--- config.mk ---
export PLATFORM = sky130hd
export DESIGN_NAME = obex_packet_parser_core
export DESIGN_NICKNAME = d
export VERILOG_FILES = /design/src/sv/oppc_pkg.sv /design/src/sv/oppc_cfg_regs.sv /design/src/sv/oppc_engine.sv /design/src/sv/obex_packet_parser_core.sv
export VERILOG_INCLUDE_DIRS = /design/src /design/src/sv
export SDC_FILE = /design/constraint.sdc
export NUM_CORES = 1
export LEC_CHECK = 0
export BUFFER_PORTS_ARGS = -buffer_cell sky130_fd_sc_hd__buf_2
export CORE_MARGIN = 2
export CORE_UTILIZATION = 45
export CTS_CLUSTER_SIZE = 16
export DETAILED_ROUTE_END_ITERATION = 6
export PLACE_DENSITY = 0.7
export SLEW_MARGIN = 20
export SYNTH_ARGS = -nofsm -noshare
export SYNTH_HDL_FRONTEND = slang
export SYNTH_SLANG_ARGS = --single-unit
--- constraint.sdc ---
create_clock -name aclk -period 7.1 [get_ports aclk]
set_clock_uncertainty 0.1 [all_clocks]
set_input_delay 0.71 -clock aclk [delete_from_list [all_inputs] [get_ports aclk]]
set_output_delay 0.71 -clock aclk [all_outputs]
set_load 0.1 [all_outputs]
--- src/sv/obex_packet_parser_core_assert.svh ---
// assertion macros for the obex packet parser core
`ifndef OBEX_PACKET_PARSER_CORE_ASSERT_SVH
`define OBEX_PACKET_PARSER_CORE_ASSERT_SVH

// same-cycle implication, checked outside reset
`define OPPC_ASSERT_NOW(lbl, ante, cons, msg) \
    lbl: assert property (@(posedge aclk) disable iff (!aresetn) (ante) |-> (cons)) \
        else $error(msg);

// next-cycle implication, checked outside reset
`define OPPC_ASSERT_NEXT(lbl, ante, cons, msg) \
    lbl: assert property (@(posedge aclk) disable iff (!aresetn) (ante) |=> (cons)) \
        else $error(msg);

`endif

--- src/sv/oppc_pkg.sv ---
// shared types and constants of the obex packet parser
package oppc_pkg;

    localparam logic [7:0] OPC_CONNECT = 8'h80;
    localparam logic [7:0] OPC_SETPATH = 8'h85;

    localparam logic [1:0] ST_INCOMPLETE = 2'd0;
    localparam logic [1:0] ST_COMPLETE   = 2'd1;
    localparam logic [1:0] ST_OVERRUN    = 2'd2;
    localparam logic [1:0] ST_INVALID    = 2'd3;

    localparam logic REG_PARSE_MODE   = 1'b0;
    localparam logic REG_RESP_OPCODE  = 1'b1;

    localparam int   PARAM_BYTES      = 6;
    localparam logic [15:0] HDR_PREFIX_LEN = 16'd3;
    localparam logic [15:0] RESET_PKT_LEN  = 16'd3;

    typedef struct packed {
        logic       parse_mode;
        logic [7:0] response_for_opcode;
    } cfg_t;

    typedef struct packed {
        logic [1:0]  parse_status;
        logic        value_valid;
        logic [7:0]  header_ident;
        logic [15:0] value_length;
        logic [15:0] value_offset;
        logic [7:0]  value_byte;
        logic [7:0]  op_code;
        logic [7:0]  resp_code;
        logic [7:0]  version_number;
        logic [7:0]  op_flags;
        logic [15:0] max_packet_len;
    } res_t;

endpackage

--- src/sv/oppc_cfg_regs.sv ---
// apb configuration registers of the obex packet parser
module oppc_cfg_regs
    import oppc_pkg::*;
(
    input  logic        aclk,
    input  logic        aresetn,
    input  logic        psel,
    input  logic        penable,
    input  logic        pwrite,
    input  logic [2:0]  paddr,
    input  logic [31:0] pwdata,
    output logic [31:0] prdata,
    output logic        pready,
    output cfg_t        cfg
);

    cfg_t cfg_reg;
    logic wr_en;

    assign pready = 1'b1;
    assign wr_en  = psel && penable && pwrite && pready;
    assign cfg    = cfg_reg;

    always_ff @(posedge aclk) begin
        if (!aresetn) begin
            cfg_reg <= '0;
        end else if (wr_en) begin
            unique case (paddr[2])
                REG_PARSE_MODE:  cfg_reg.parse_mode <= pwdata[0];
                REG_RESP_OPCODE: cfg_reg.response_for_opcode <= pwdata[7:0];
                default: ;
            endcase
        end
    end

    always_comb begin
        unique case (paddr[2])
            REG_PARSE_MODE:  prdata = {31'd0, cfg_reg.parse_mode};
            REG_RESP_OPCODE: prdata = {24'd0, cfg_reg.response_for_opcode};
            default:         prdata = '0;
        endcase
    end

endmodule

--- src/sv/oppc_engine.sv ---
// per-byte parse state machine and result register
module oppc_engine
    import oppc_pkg::*;
(
    input  logic       aclk,
    input  logic       aresetn,
    input  cfg_t       cfg,
    input  logic       adv,
    input  logic [7:0] data_byte,
    input  logic       start_packet,
    output res_t       res
);

    typedef enum logic [3:0] {
        PH_OPCODE, PH_RESPCODE, PH_PKTLEN, PH_PARAMS, PH_HDR_ID, PH_HLEN_HI,
        PH_HLEN_LO, PH_HVALUE, PH_COMPLETE, PH_OVERRUN, PH_INVALID
    } phase_t;

    typedef struct packed {
        phase_t                       phase;
        logic [7:0]                   opcode;
        logic [7:0]                   resp;
        logic [PARAM_BYTES-1:0][7:0]  params;
        logic [7:0]                   cur_hdr;
        logic [15:0]                  field_len;
        logic [15:0]                  field_pos;
        logic [15:0]                  pkt_len;
        logic [15:0]                  pkt_pos;
    } state_t;

    state_t state_reg, state_next, cur, rst_st;
    res_t   res_reg, res_next;
    logic [15:0] fl, fp_inc;

    // state after a start of packet, taken from the current config
    always_comb begin
        rst_st         = '0;
        rst_st.pkt_len = RESET_PKT_LEN;
        if (cfg.parse_mode) begin
            rst_st.phase  = PH_RESPCODE;
            rst_st.opcode = cfg.response_for_opcode;
        end else begin
            rst_st.phase  = PH_OPCODE;
            rst_st.opcode = '0;
        end
    end

    always_comb begin
        fl         = '0;
        cur        = start_packet ? rst_st : state_reg;
        state_next = cur;
        res_next   = '0;
        fp_inc     = cur.field_pos + 16'd1;

        unique case (cur.phase)
            PH_OPCODE: begin
                state_next.opcode = data_byte;
                fl = (data_byte == OPC_SETPATH) ? 16'd4 :
                     (data_byte == OPC_CONNECT) ? 16'd6 : 16'd2;
                state_next.field_len = fl;
                state_next.pkt_len   = fl + 16'd1;
                state_next.phase     = PH_PKTLEN;
            end
            PH_RESPCODE: begin
                state_next.resp = data_byte;
                fl = (cur.opcode == OPC_CONNECT) ? 16'd6 : 16'd2;
                state_next.field_len = fl;
                state_next.pkt_len   = fl + 16'd1;
                state_next.phase     = PH_PKTLEN;
            end
            PH_PKTLEN, PH_PARAMS: begin
                for (int i = 0; i < PARAM_BYTES; i++) begin
                    if (cur.field_pos == 16'(i)) state_next.params[i] = data_byte;
                end
                state_next.field_pos = fp_inc;
                if (cur.phase == PH_PKTLEN) begin
                    if (fp_inc == 16'd2) begin
                        state_next.pkt_len = {state_next.params[0], state_next.params[1]};
                        if ({1'b0, state_next.pkt_len} < ({1'b0, cur.field_len} + 17'd1))
                            state_next.phase = PH_INVALID;
                        else if (cur.field_len == 16'd2)
                            state_next.phase = PH_HDR_ID;
                        else
                            state_next.phase = PH_PARAMS;
                    end
                end else if (fp_inc >= cur.field_len) begin
                    state_next.phase = PH_HDR_ID;
                end
            end
            PH_HDR_ID: begin
                state_next.cur_hdr   = data_byte;
                state_next.field_pos = '0;
                unique case (data_byte[7:6])
                    2'd0, 2'd1: begin
                        state_next.field_len = 16'd2;
                        state_next.phase     = PH_HLEN_HI;
                    end
                    2'd2: begin
                        state_next.field_len = 16'd1;
                        state_next.phase     = PH_HVALUE;
                    end
                    default: begin
                        state_next.field_len = 16'd4;
                        state_next.phase     = PH_HVALUE;
                    end
                endcase
            end
            PH_HLEN_HI: begin
                state_next.field_len = {data_byte, 8'd0};
                state_next.phase     = PH_HLEN_LO;
            end
            PH_HLEN_LO: begin
                fl = {cur.field_len[15:8], data_byte};
                state_next.field_len = fl;
                if (fl < HDR_PREFIX_LEN) begin
                    state_next.phase = PH_INVALID;
                end else if (fl == HDR_PREFIX_LEN) begin
                    state_next.phase = PH_HDR_ID;
                end else begin
                    state_next.field_len = fl - HDR_PREFIX_LEN;
                    state_next.phase     = PH_HVALUE;
                end
            end
            PH_HVALUE: begin
                res_next.value_valid  = 1'b1;
                res_next.header_ident = cur.cur_hdr;
                res_next.value_length = cur.field_len;
                res_next.value_offset = cur.field_pos;
                res_next.value_byte   = data_byte;
                state_next.field_pos  = fp_inc;
                if (fp_inc >= cur.field_len) state_next.phase = PH_HDR_ID;
            end
            PH_COMPLETE: state_next.phase = PH_OVERRUN;
            PH_OVERRUN:  state_next.phase = PH_OVERRUN;
            default:     state_next.phase = PH_INVALID;
        endcase

        // end of packet check
        state_next.pkt_pos = cur.pkt_pos + 16'd1;
        if (state_next.pkt_pos == state_next.pkt_len)
            state_next.phase = (state_next.phase == PH_HDR_ID) ? PH_COMPLETE : PH_INVALID;

        unique case (state_next.phase)
            PH_COMPLETE: res_next.parse_status = ST_COMPLETE;
            PH_OVERRUN:  res_next.parse_status = ST_OVERRUN;
            PH_INVALID:  res_next.parse_status = ST_INVALID;
            default:     res_next.parse_status = ST_INCOMPLETE;
        endcase

        res_next.op_code   = state_next.opcode;
        res_next.resp_code = state_next.resp;
        if (state_next.opcode == OPC_CONNECT) begin
            res_next.version_number = state_next.params[2];
            res_next.op_flags       = state_next.params[3];
            res_next.max_packet_len = {state_next.params[4], state_next.params[5]};
        end else if (state_next.opcode == OPC_SETPATH) begin
            res_next.op_flags = state_next.params[2];
        end
    end

    always_ff @(posedge aclk) begin
        if (!aresetn) begin
            state_reg         <= '0;
            state_reg.phase   <= PH_OPCODE;
            state_reg.pkt_len <= RESET_PKT_LEN;
        end else if (adv) begin
            state_reg <= state_next;
            res_reg   <= res_next;
        end
    end

    assign res = res_reg;

endmodule

--- src/sv/obex_packet_parser_core.sv ---
// top level of the obex packet parser core
//
//  channel  | dir | transfer content
//  ---------+-----+------------------------------------------------
//  s_       | in  | one packet byte, tuser marks start of packet
//  m_       | out | one parse result per byte, tuser marks value byte
//  apb      | in  | parse_mode at 0x0, response_for_opcode at 0x4
//
// one byte per cycle sustained while the m_ side takes results; a byte passes
// the input register, then the parse state machine writes the result register
// throughput is set by the state update loop in the engine
// reset is synchronous and active low, clears config and parse state
// a stalled m_ side holds the result; the input register still takes one
// more byte, then s_tready drops until the result is taken
module obex_packet_parser_core
    import oppc_pkg::*;
(
    input  logic         aclk,
    input  logic         aresetn,
    // input stream
    input  logic         s_tvalid,
    output logic         s_tready,
    input  logic [7:0]   s_tdata,   // [7:0] data_byte
    input  logic         s_tuser,   // [0] start_packet
    // result stream
    output logic         m_tvalid,
    input  logic         m_tready,
    // [1:0] parse_status, [9:2] header_ident, [25:10] value_length,
    // [41:26] value_offset, [49:42] value_byte, [57:50] op_code,
    // [65:58] resp_code, [73:66] version_number, [81:74] op_flags,
    // [97:82] max_packet_len, [103:98] zero
    output logic [103:0] m_tdata,
    output logic         m_tuser,   // [0] value_valid
    // configuration
    input  logic         psel,
    input  logic         penable,
    input  logic         pwrite,
    input  logic [2:0]   paddr,
    input  logic [31:0]  pwdata,
    output logic [31:0]  prdata,
    output logic         pready
);

    cfg_t       cfg;
    res_t       res;
    logic       in_vld_reg;
    logic [7:0] in_byte_reg;
    logic       in_start_reg;
    logic       m_vld_reg;
    logic       out_ready;
    logic       adv;

    oppc_cfg_regs u_cfg (
        .aclk    (aclk),
        .aresetn (aresetn),
        .psel    (psel),
        .penable (penable),
        .pwrite  (pwrite),
        .paddr   (paddr),
        .pwdata  (pwdata),
        .prdata  (prdata),
        .pready  (pready),
        .cfg     (cfg)
    );

    // result register is free when empty or being taken this cycle
    assign out_ready = !m_vld_reg || m_tready;
    // byte moves from input register through the parser into the result
    assign adv       = in_vld_reg && out_ready;
    assign s_tready  = !in_vld_reg || out_ready;

    always_ff @(posedge aclk) begin
        if (!aresetn) begin
            in_vld_reg <= 1'b0;
            m_vld_reg  <= 1'b0;
        end else begin
            if (out_ready) m_vld_reg <= in_vld_reg;
            if (s_tready) begin
                in_vld_reg   <= s_tvalid;
                in_byte_reg  <= s_tdata;
                in_start_reg <= s_tuser;
            end
        end
    end

    oppc_engine u_engine (
        .aclk         (aclk),
        .aresetn      (aresetn),
        .cfg          (cfg),
        .adv          (adv),
        .data_byte    (in_byte_reg),
        .start_packet (in_start_reg),
        .res          (res)
    );

    assign m_tvalid = m_vld_reg;
    assign m_tuser  = res.value_valid;
    assign m_tdata  = {6'd0, res.max_packet_len, res.op_flags, res.version_number,
                       res.resp_code, res.op_code, res.value_byte, res.value_offset,
                       res.value_length, res.header_ident, res.parse_status};

    `include "obex_packet_parser_core_assert.svh"

    // a value byte always lies inside its header value
    `OPPC_ASSERT_NOW(a_offset_in_range, m_vld_reg && res.value_valid,
        res.value_offset < res.value_length, "value offset beyond value length")

    // overrun bytes never carry header values
    `OPPC_ASSERT_NOW(a_no_value_on_overrun, m_vld_reg && res.value_valid,
        res.parse_status != ST_OVERRUN, "value byte reported after completion")

    // fixed parameters only show for connect and setpath
    `OPPC_ASSERT_NOW(a_params_by_opcode,
        m_vld_reg && res.op_code != OPC_CONNECT && res.op_code != OPC_SETPATH,
        res.version_number == 8'd0 && res.op_flags == 8'd0 && res.max_packet_len == 16'd0,
        "parameters reported for an opcode without them")

    // a byte waiting in the input register is not dropped while blocked
    `OPPC_ASSERT_NEXT(a_input_held, in_vld_reg && !out_ready,
        in_vld_reg, "buffered byte lost while output stalled")

endmodule

==> run_results.csv, run 1 <==
group,metric,value,unit
outcome,status,"finished, final reports clean",
route,wl_per_cell,19.2,um
synthesis,synth_top_area_cell,"edfxtp_1",
sta,hold_violations,0,
floorplanning,ios,191,
global_route,grt_use_total,0.237,
floorplanning,rows,65,
clock_network,clock_latency,0.56,ns
sta,slew_headroom,0.248,
route,route.vias.total,12600,
synthesis,yosysUniqueCellTypes,92,
critical_path,startpoint_type,"flip-flop",
clock_network,cts_resized,0,
critical_path,path_max_fanout,33,
global_route,grt_overflow_total,0,
route,drc,0,
placed_design,hpwl,27.0,mm
finish,antennaDiodeCount,0,
floorplanning,core_area,31600,um2
power_and_ir_drop,p_clk_frac,0.401,
route,firstDrtPassIters,6,
clock_network,ctsLongestPathBuffers,3,
finish,layout-drive-gt1-share,0.145,
placed_design,finalWeightedCongestion,0.931,
power_and_ir_drop,pwr-share-comb,0.141,
power_and_ir_drop,switching_share,0.294,
synthesis,synth_top_area_share,0.224,
sta,setup_viol,0,
global_route,antenna_found_initial,0,
sta,period_share,0.797,
route,initialDrtViolationCount,1413,
finish,fin_nets,1774,
clock_network,cts_max_level,1,
critical_path,critPathRequiredTime,7.28,ns
floorplanning,die_w,183,um
power_and_ir_drop,power.total,3.54,mW
job,cap_violations,0,
power_and_ir_drop,peakVddDrop,0.202,mV
synthesis,synthArstFlopShare,0,
finish,area_growth,11.3,%
critical_path,worstSetupPathType,"flip-flop to flip-flop",
floorplanning,fp.dieH,183,um
clock_network,cts-buffers-inserted,28,
hold_path,hold_class,"input port to flip-flop",
global_route,grt_start_max_net_pins,120,
sta,worst_slew_pin_slew,1.13,ns
clock_network,cts_tree,"built",
synthesis,synth_seq_cells,259,
clock_network,cts.sinks,259,
finish,largest_reg_flops,140,
global_route,grt_pass1_vias,11700,
clock_network,path_clk_slew,0.06,ns
clock_network,cts_root_buf,"clkbuf_16",
route,routed_wl,40.4,mm
clock_network,post_cts_buffers,0,
sta,setup_tns,0,ns
synthesis,synthesis.instances,1613,
sta,drv_slew,0,
route,vias_per_cell,5.96,
synthesis,synth-main-ff-cell,"dfxtp_1",
floorplanning,die_area,33700,um2
power_and_ir_drop,power_per_cell_area,219,nW/um2
synthesis,synth.area.top_cells,"edfxtp_1 22%, dfxtp_1 21%, a22oi_1 4.7%",
global_route,grt_pass1_wl,64.6,mm
power_and_ir_drop,switching_power,1.04,mW
sta,min_period,5.66,ns
synthesis,ys_seq_area_frac,0.432,
power_and_ir_drop,leakage,5.89,nW
power_and_ir_drop,p_seq_frac,0.458,
floorplanning,start_util,0.458,
placed_design,portBuffers,133,
sta,fmax,0.177,GHz
power_and_ir_drop,intPower,2.50,mW
clock_network,ctsHoldBuffers,0,
critical_path,arrival,5.84,ns
critical_path,cp-end-kind,"flip-flop",
route,antenna_left,0,
synthesis,synthesis.area,14500,um2
synthesis,syn_area_per_cell,8.99,um2
synthesis,yosysWarnings,0,
synthesis,synth_edf_count,108,
sta,rsz0062_at_grt,"no",
kinds of logic after synthesis:
group | synth area share
and+or+nand+nor | 0.251
AOI/OAI and AO/OA | 0.194
DFF | 0.432
buffers and inverters | 0.0550
adders and majority gates | 0.0345
xor gates and xnor gates | 0.0242
muxes | 0.00846
other | 0.000518
power by group through the flow:
stage / Clock (mW) / Sequential [mW] / Combinational [mW]
floorplan: 0 / 1.75 / 0.298
global placement: 0 / 1.65 / 0.486
detailed placement: 0 / 1.65 / 0.491
CTS: 1.45 / 1.62 / 0.493
global route: 1.51 / 1.62 / 0.529
finish: 1.42 / 1.62 / 0.499
Yosys cell counts (5+ instances only):
| library cell | instances |
|---|---|
| a211oi_1 | 8 |
| a21boi_0 | 27 |
| a21o_1 | 12 |
| a21oi_1 | 68 |
| a22o_1 | 17 |
| a22oi_1 | 91 |
| a31oi_1 | 27 |
| and2_1 | 50 |
| and3_1 | 31 |
| buf_1 | 8 |
| buf_2 | 13 |
| buf_4 | 31 |
| clkbuf_1 | 87 |
| dfxtp_1 | 151 |
| edfxtp_1 | 108 |
| ha_1 | 40 |
| inv_1 | 25 |
| mux2_2 | 6 |
| nand2_1 | 172 |
| nand2b_1 | 10 |
| nand3_1 | 53 |
| nand4_1 | 17 |
| nand4b_1 | 5 |
| nor2_1 | 137 |
| nor2b_1 | 108 |
| nor3_1 | 25 |
| nor3b_1 | 9 |
| nor4_1 | 15 |
| nor4b_1 | 5 |
| o2111ai_1 | 6 |
| o211a_1 | 11 |
| o211ai_1 | 10 |
| o21ai_0 | 62 |
| o21ai_1 | 5 |
| o22ai_1 | 15 |
| or2_2 | 5 |
| or3_1 | 5 |
| xnor2_1 | 25 |
| xor2_1 | 15 |
layout make-up:
class	instances	area, um2
Sequential cell	259	6270
Clock inverter	16	144
Multi-Input combinational cell	1214	7560
Inverter	26	100
Clock buffer	36	741
Timing Repair Buffer	154	826
Tap cell	402	503
Fill cell	2929	15500
critical path, cell delays in order (launching register included):
cell and delay [ns]:
edfxtp_1 0.37, buf_4 0.20, inv_2 0.35, buf_4 0.43
nand2_1 0.26, inv_1 0.14, ha_1 0.21, nand4_1 0.14
nor3_1 0.31, nand4_1 0.17, nor3_1 0.27, xor2_1 0.21
nand2_1 0.08, ha_1 0.32, nand4_1 0.11, nor4_1 0.40
and2_1 0.18, o2111ai_1 0.11, o2111ai_1 0.20, a311oi_1 0.18
a311o_1 0.38, o22ai_1 0.15, o21ai_0 0.11
per-layer routing:
layer / share of wire / GRT usage / up-vias
met5: 0 / 0 / -
met3: 0.077 / 0.0301 / 68
met4: 0.025 / 0.0662 / 0
met2: 0.45 / 0.375 / 584
met1: 0.45 / 0.341 / 5978
li1: - / - / 5928
metrics by stage:
step	cells	util	instance area (um2)	hold WS, ns	setup slack (ns)
after floorplan	1642	-	14600	0.342	1.01
after global placement	2055	0.482	15200	0.360	1.73
after detailed placement	2055	0.482	15200	0.365	1.58
after CTS	2107	0.510	16100	0.215	1.57
after global routing	2107	0.510	16100	0.221	1.08
final	2107	0.510	16100	0.239	1.44
cells in the final DEF (no fill, tap or decap), types with 25 or more instances in the layout:
master       n
ha_1        40
nand2_1    171
a22oi_1     91
conb_1      31
xnor2_1     25
a31oi_1     27
dfxtp_1    151
nor2b_1    107
a21oi_1     68
o21ai_0     62
nor2_1     136
a21boi_0    27
nand3_1     53
and3_1      31
and2_1      50
clkbuf_16   28
nor3_1      25
buf_2      132
edfxtp_1   108
final timing paths:
kind	startpoint	end	slack [ns]	cells past startpoint
max reg2reg	in_start_reg$_DFFE_PP_	u_engine.res[98]$_DFFE_PP_	1.44	22
min	s_tdata[2]	in_byte_reg[2]$_DFFE_PP_	0.24	1
min reg2reg	u_engine.state_reg[17]$_SDFFE_PN1P_	u_engine.state_reg[17]$_SDFFE_PN1P_	0.37	2
max	in_start_reg$_DFFE_PP_	u_engine.res[98]$_DFFE_PP_	1.44	22
Power figures use the tool's default switching activity.
==> run 2: changes to the inputs <==
ABC_AREA = 1   (was unset)
clock period = 5.7 ns   (was 7.1 ns; I/O delays follow)
==> run 2 against run 1 <==
Net effect: fmax grew 14%; combinational power grew 78%; sequential share of layout area shrank 1.4 points; first-iteration DRC count shrank 15%; cell count grew 22%; hold slack lost 0.15 ns; area after synthesis grew 3.6%; critical path type unchanged.
==> run_results.csv, run 2 <==
group,metric,value,unit
placed_design,place_area,15800,um2
critical_path,cp_common_cell,"nand2_1",
route,wl_per_cell,16.8,um
placed_design,dpl.cell_count,2519,
critical_path,r2r-end,"u_engine.res[98]$_DFFE_PP_",
route,drc,0,
finish,layoutNonFillerInstCount,2571,
placed_design,portBuffers,133,
floorplanning,ios,191,
synthesis,synth_edf_count,108,
critical_path,cp-end-kind,"flip-flop",
sta,hold_violations,0,
synthesis,yosysUniqueCellTypes,55,
hold_path,hold_class,"input port to flip-flop",
floorplanning,core_area,32700,um2
power_and_ir_drop,power_per_cell_area,291,nW/um2
global_route,grt_overflow_total,0,
synthesis,synth_top_area_cell,"edfxtp_1",
synthesis,synthTopCellsByCount,"343 x nand2_1, 297 x inv_1, 250 x nor2_1, 189 x o21ai_0, 151 x dfxtp_1",
clock_network,path_clk_slew,0.07,ns
critical_path,reg2reg_setup_slack,0.74,ns
hold_path,hold_end,"in_byte_reg[0]$_DFFE_PP_",
synthesis,synth_top_family_by_area,"simple AND/OR/NAND/NOR gates",
critical_path,path_max_fanout,45,
synthesis,synthArstFlopShare,0,
finish,mostFrequentLayoutCells,"342 x nand2_1, 297 x inv_1, 249 x nor2_1, 189 x o21ai_0, 151 x dfxtp_1",
global_route,grt_use_total,0.240,
route,vias_per_cell,5.42,
critical_path,crit_slowest_cell,"edfxtp_1",
sta,rsz0062_at_grt,"no",
route,routed_wl,43.3,mm
clock_network,cts-buffers-inserted,28,
synthesis,yosys.area_share.adder,0.0333,
synthesis,yosys.area_share.simple,0.255,
finish,antennaDiodeCount,0,
placed_design,place_ws,0.845,ns
floorplanning,die_area,34900,um2
route,antenna_left,0,
synthesis,yosysMostFrequentCell,"nand2_1",
job,cap_violations,0,
synthesis,synth_top_area_share,0.216,
sta,setup_viol,0,
synthesis,yosysWarnings,0,
synthesis,syn_area_per_cell,7.39,um2
sta,fmax,0.202,GHz
clock_network,cts_root_buf,"clkbuf_16",
critical_path,crit_path_max_incr_delay,0.68,ns
placed_design,hpwl,29.1,mm
sta,min_period,4.96,ns
critical_path,critPathRequiredTime,5.91,ns
clock_network,cts_max_level,1,
sta,slew_headroom,0.303,
route,route.vias.total,13900,
clock_network,cts.sinks,259,
synthesis,synth_compound_area_frac,0.157,
clock_network,post_cts_buffers,0,
synthesis,synthesis.instances,2033,
synthesis,synthesis.area,15000,um2
critical_path,r2r-start,"in_start_reg$_DFFE_PP_",
synthesis,ys_seq_area_frac,0.417,
placed_design,finalWeightedCongestion,0.955,
finish,fin_area,16800,um2
sta,period_share,0.869,
finish,largest_reg_flops,140,
finish,fin_nets,2198,
synthesis,synth_xor_area_frac,0.0127,
global_route,grt_pass1_wl,68.2,mm
sta,setup_tns,0,ns
power_and_ir_drop,power.total,4.87,mW
power_and_ir_drop,leakage,7.35,nW
clock_network,ctsLongestPathBuffers,3,
finish,final_util,0.513,
hold_path,min_path_cells,1,
sta,fin_ws,0.745,ns
finish,layout_commonest_cell,"nand2_1",
floorplanning,start_util,0.459,
finish,area_growth,11.6,%
synthesis,synth_seq_cells,259,
global_route,antenna_found_initial,1,
global_route,grt_pass1_vias,12800,
clock_network,cts_resized,0,
hold_path,worstHoldStart,"s_tdata[0]",
synthesis,synth.area.top_cells,"edfxtp_1 22%, dfxtp_1 20%, nand2_1 8.6%",
floorplanning,die_w,187,um
power_and_ir_drop,peakVddDrop,0.212,mV
floorplanning,rows,66,
critical_path,startpoint_type,"flip-flop",
finish,layout-drive-gt1-share,0.127,
clock_network,cts_tree,"built",
critical_path,arrival,5.16,ns
outcome,status,"finished, final reports clean",
sta,drv_slew,0,
clock_network,clock_latency,0.56,ns
sta,worst_slew_pin_slew,1.04,ns
sta,holdWs,0.0883,ns
critical_path,rr_worst_depth,27,
clock_network,ctsHoldBuffers,0,
floorplanning,fp.dieH,187,um
route,firstDrtPassIters,7,
critical_path,worstSetupPathType,"flip-flop to flip-flop",
synthesis,synth_mux_area_frac,0,
route,initialDrtViolationCount,1202,
global_route,grt_start_max_net_pins,92,
synthesis,synth-main-ff-cell,"dfxtp_1",
-- run 2: cell count changes after synthesis, moves of 48 or more --
cell     before  now
and2_1       50    0
o21ai_0      62  189
inv_1        25  297
nand3_1      53  140
a22oi_1      91    0
a21oi_1      68  116
nor2_1      137  250
nor2b_1     108    0
nand2_1     172  343
-- run 2: logic make-up after synthesis --
logic type	Yosys count
compound gates	420
xor+xnor	21
fa+ha+maj	40
buf+inv	442
flops	259
other cells	2
simple gates	849
-- run 2: how the worst max path moves through the flow --
stage | cells past startpoint | end | slack, ns | start
after detailed placement | 27 | u_engine.res[98]$_DFFE_PP_ | 0.84 | in_start_reg$_DFFE_PP_
after floorplan | 36 | u_engine.res[98]$_DFFE_PP_ | 0.96 | in_start_reg$_DFFE_PP_
after global routing | 27 | u_engine.res[98]$_DFFE_PP_ | 0.27 | in_start_reg$_DFFE_PP_
after CTS | 27 | u_engine.res[98]$_DFFE_PP_ | 0.81 | in_start_reg$_DFFE_PP_
final | 27 | u_engine.res[98]$_DFFE_PP_ | 0.74 | in_start_reg$_DFFE_PP_
after global placement | 22 | u_engine.res[98]$_DFFE_PP_ | 0.97 | in_start_reg$_DFFE_PP_
-- run 2: layout make-up --
cell class,instances,area (um2)
tap,442,553
fill,3192,15900
clock buffer,30,729
multi-input combinational,1361,7010
clock inverter,22,230
timing repair buffer,148,803
inverter,309,1170
sequential,259,6270
-- run 2: worst max-delay path: cells and delay by family (launching register included) --
kind	cells	cell delay [ns]
compound gates	2	0.67
fa+ha+maj	2	0.51
buf+inv	3	0.66
flops	1	0.68
simple gates	20	2.05
-- run 2: power by group --
| group | internal [mW] | switching [mW] | total, mW |
|---|---|---|---|
| Sequential | 2.02 | 0.0598 | 2.08 |
| Combinational | 0.198 | 0.691 | 0.888 |
| Clock | 1.11 | 0.792 | 1.90 |
-- run 2: per-layer routing --
layer	routed length, um	track usage	vias to the layer above
li1	-	-	6805
met1	18900	0.321	6432
met2	19400	0.388	587
met3	3280	0.0374	108
met4	1690	0.100	2
met5	11	0	-
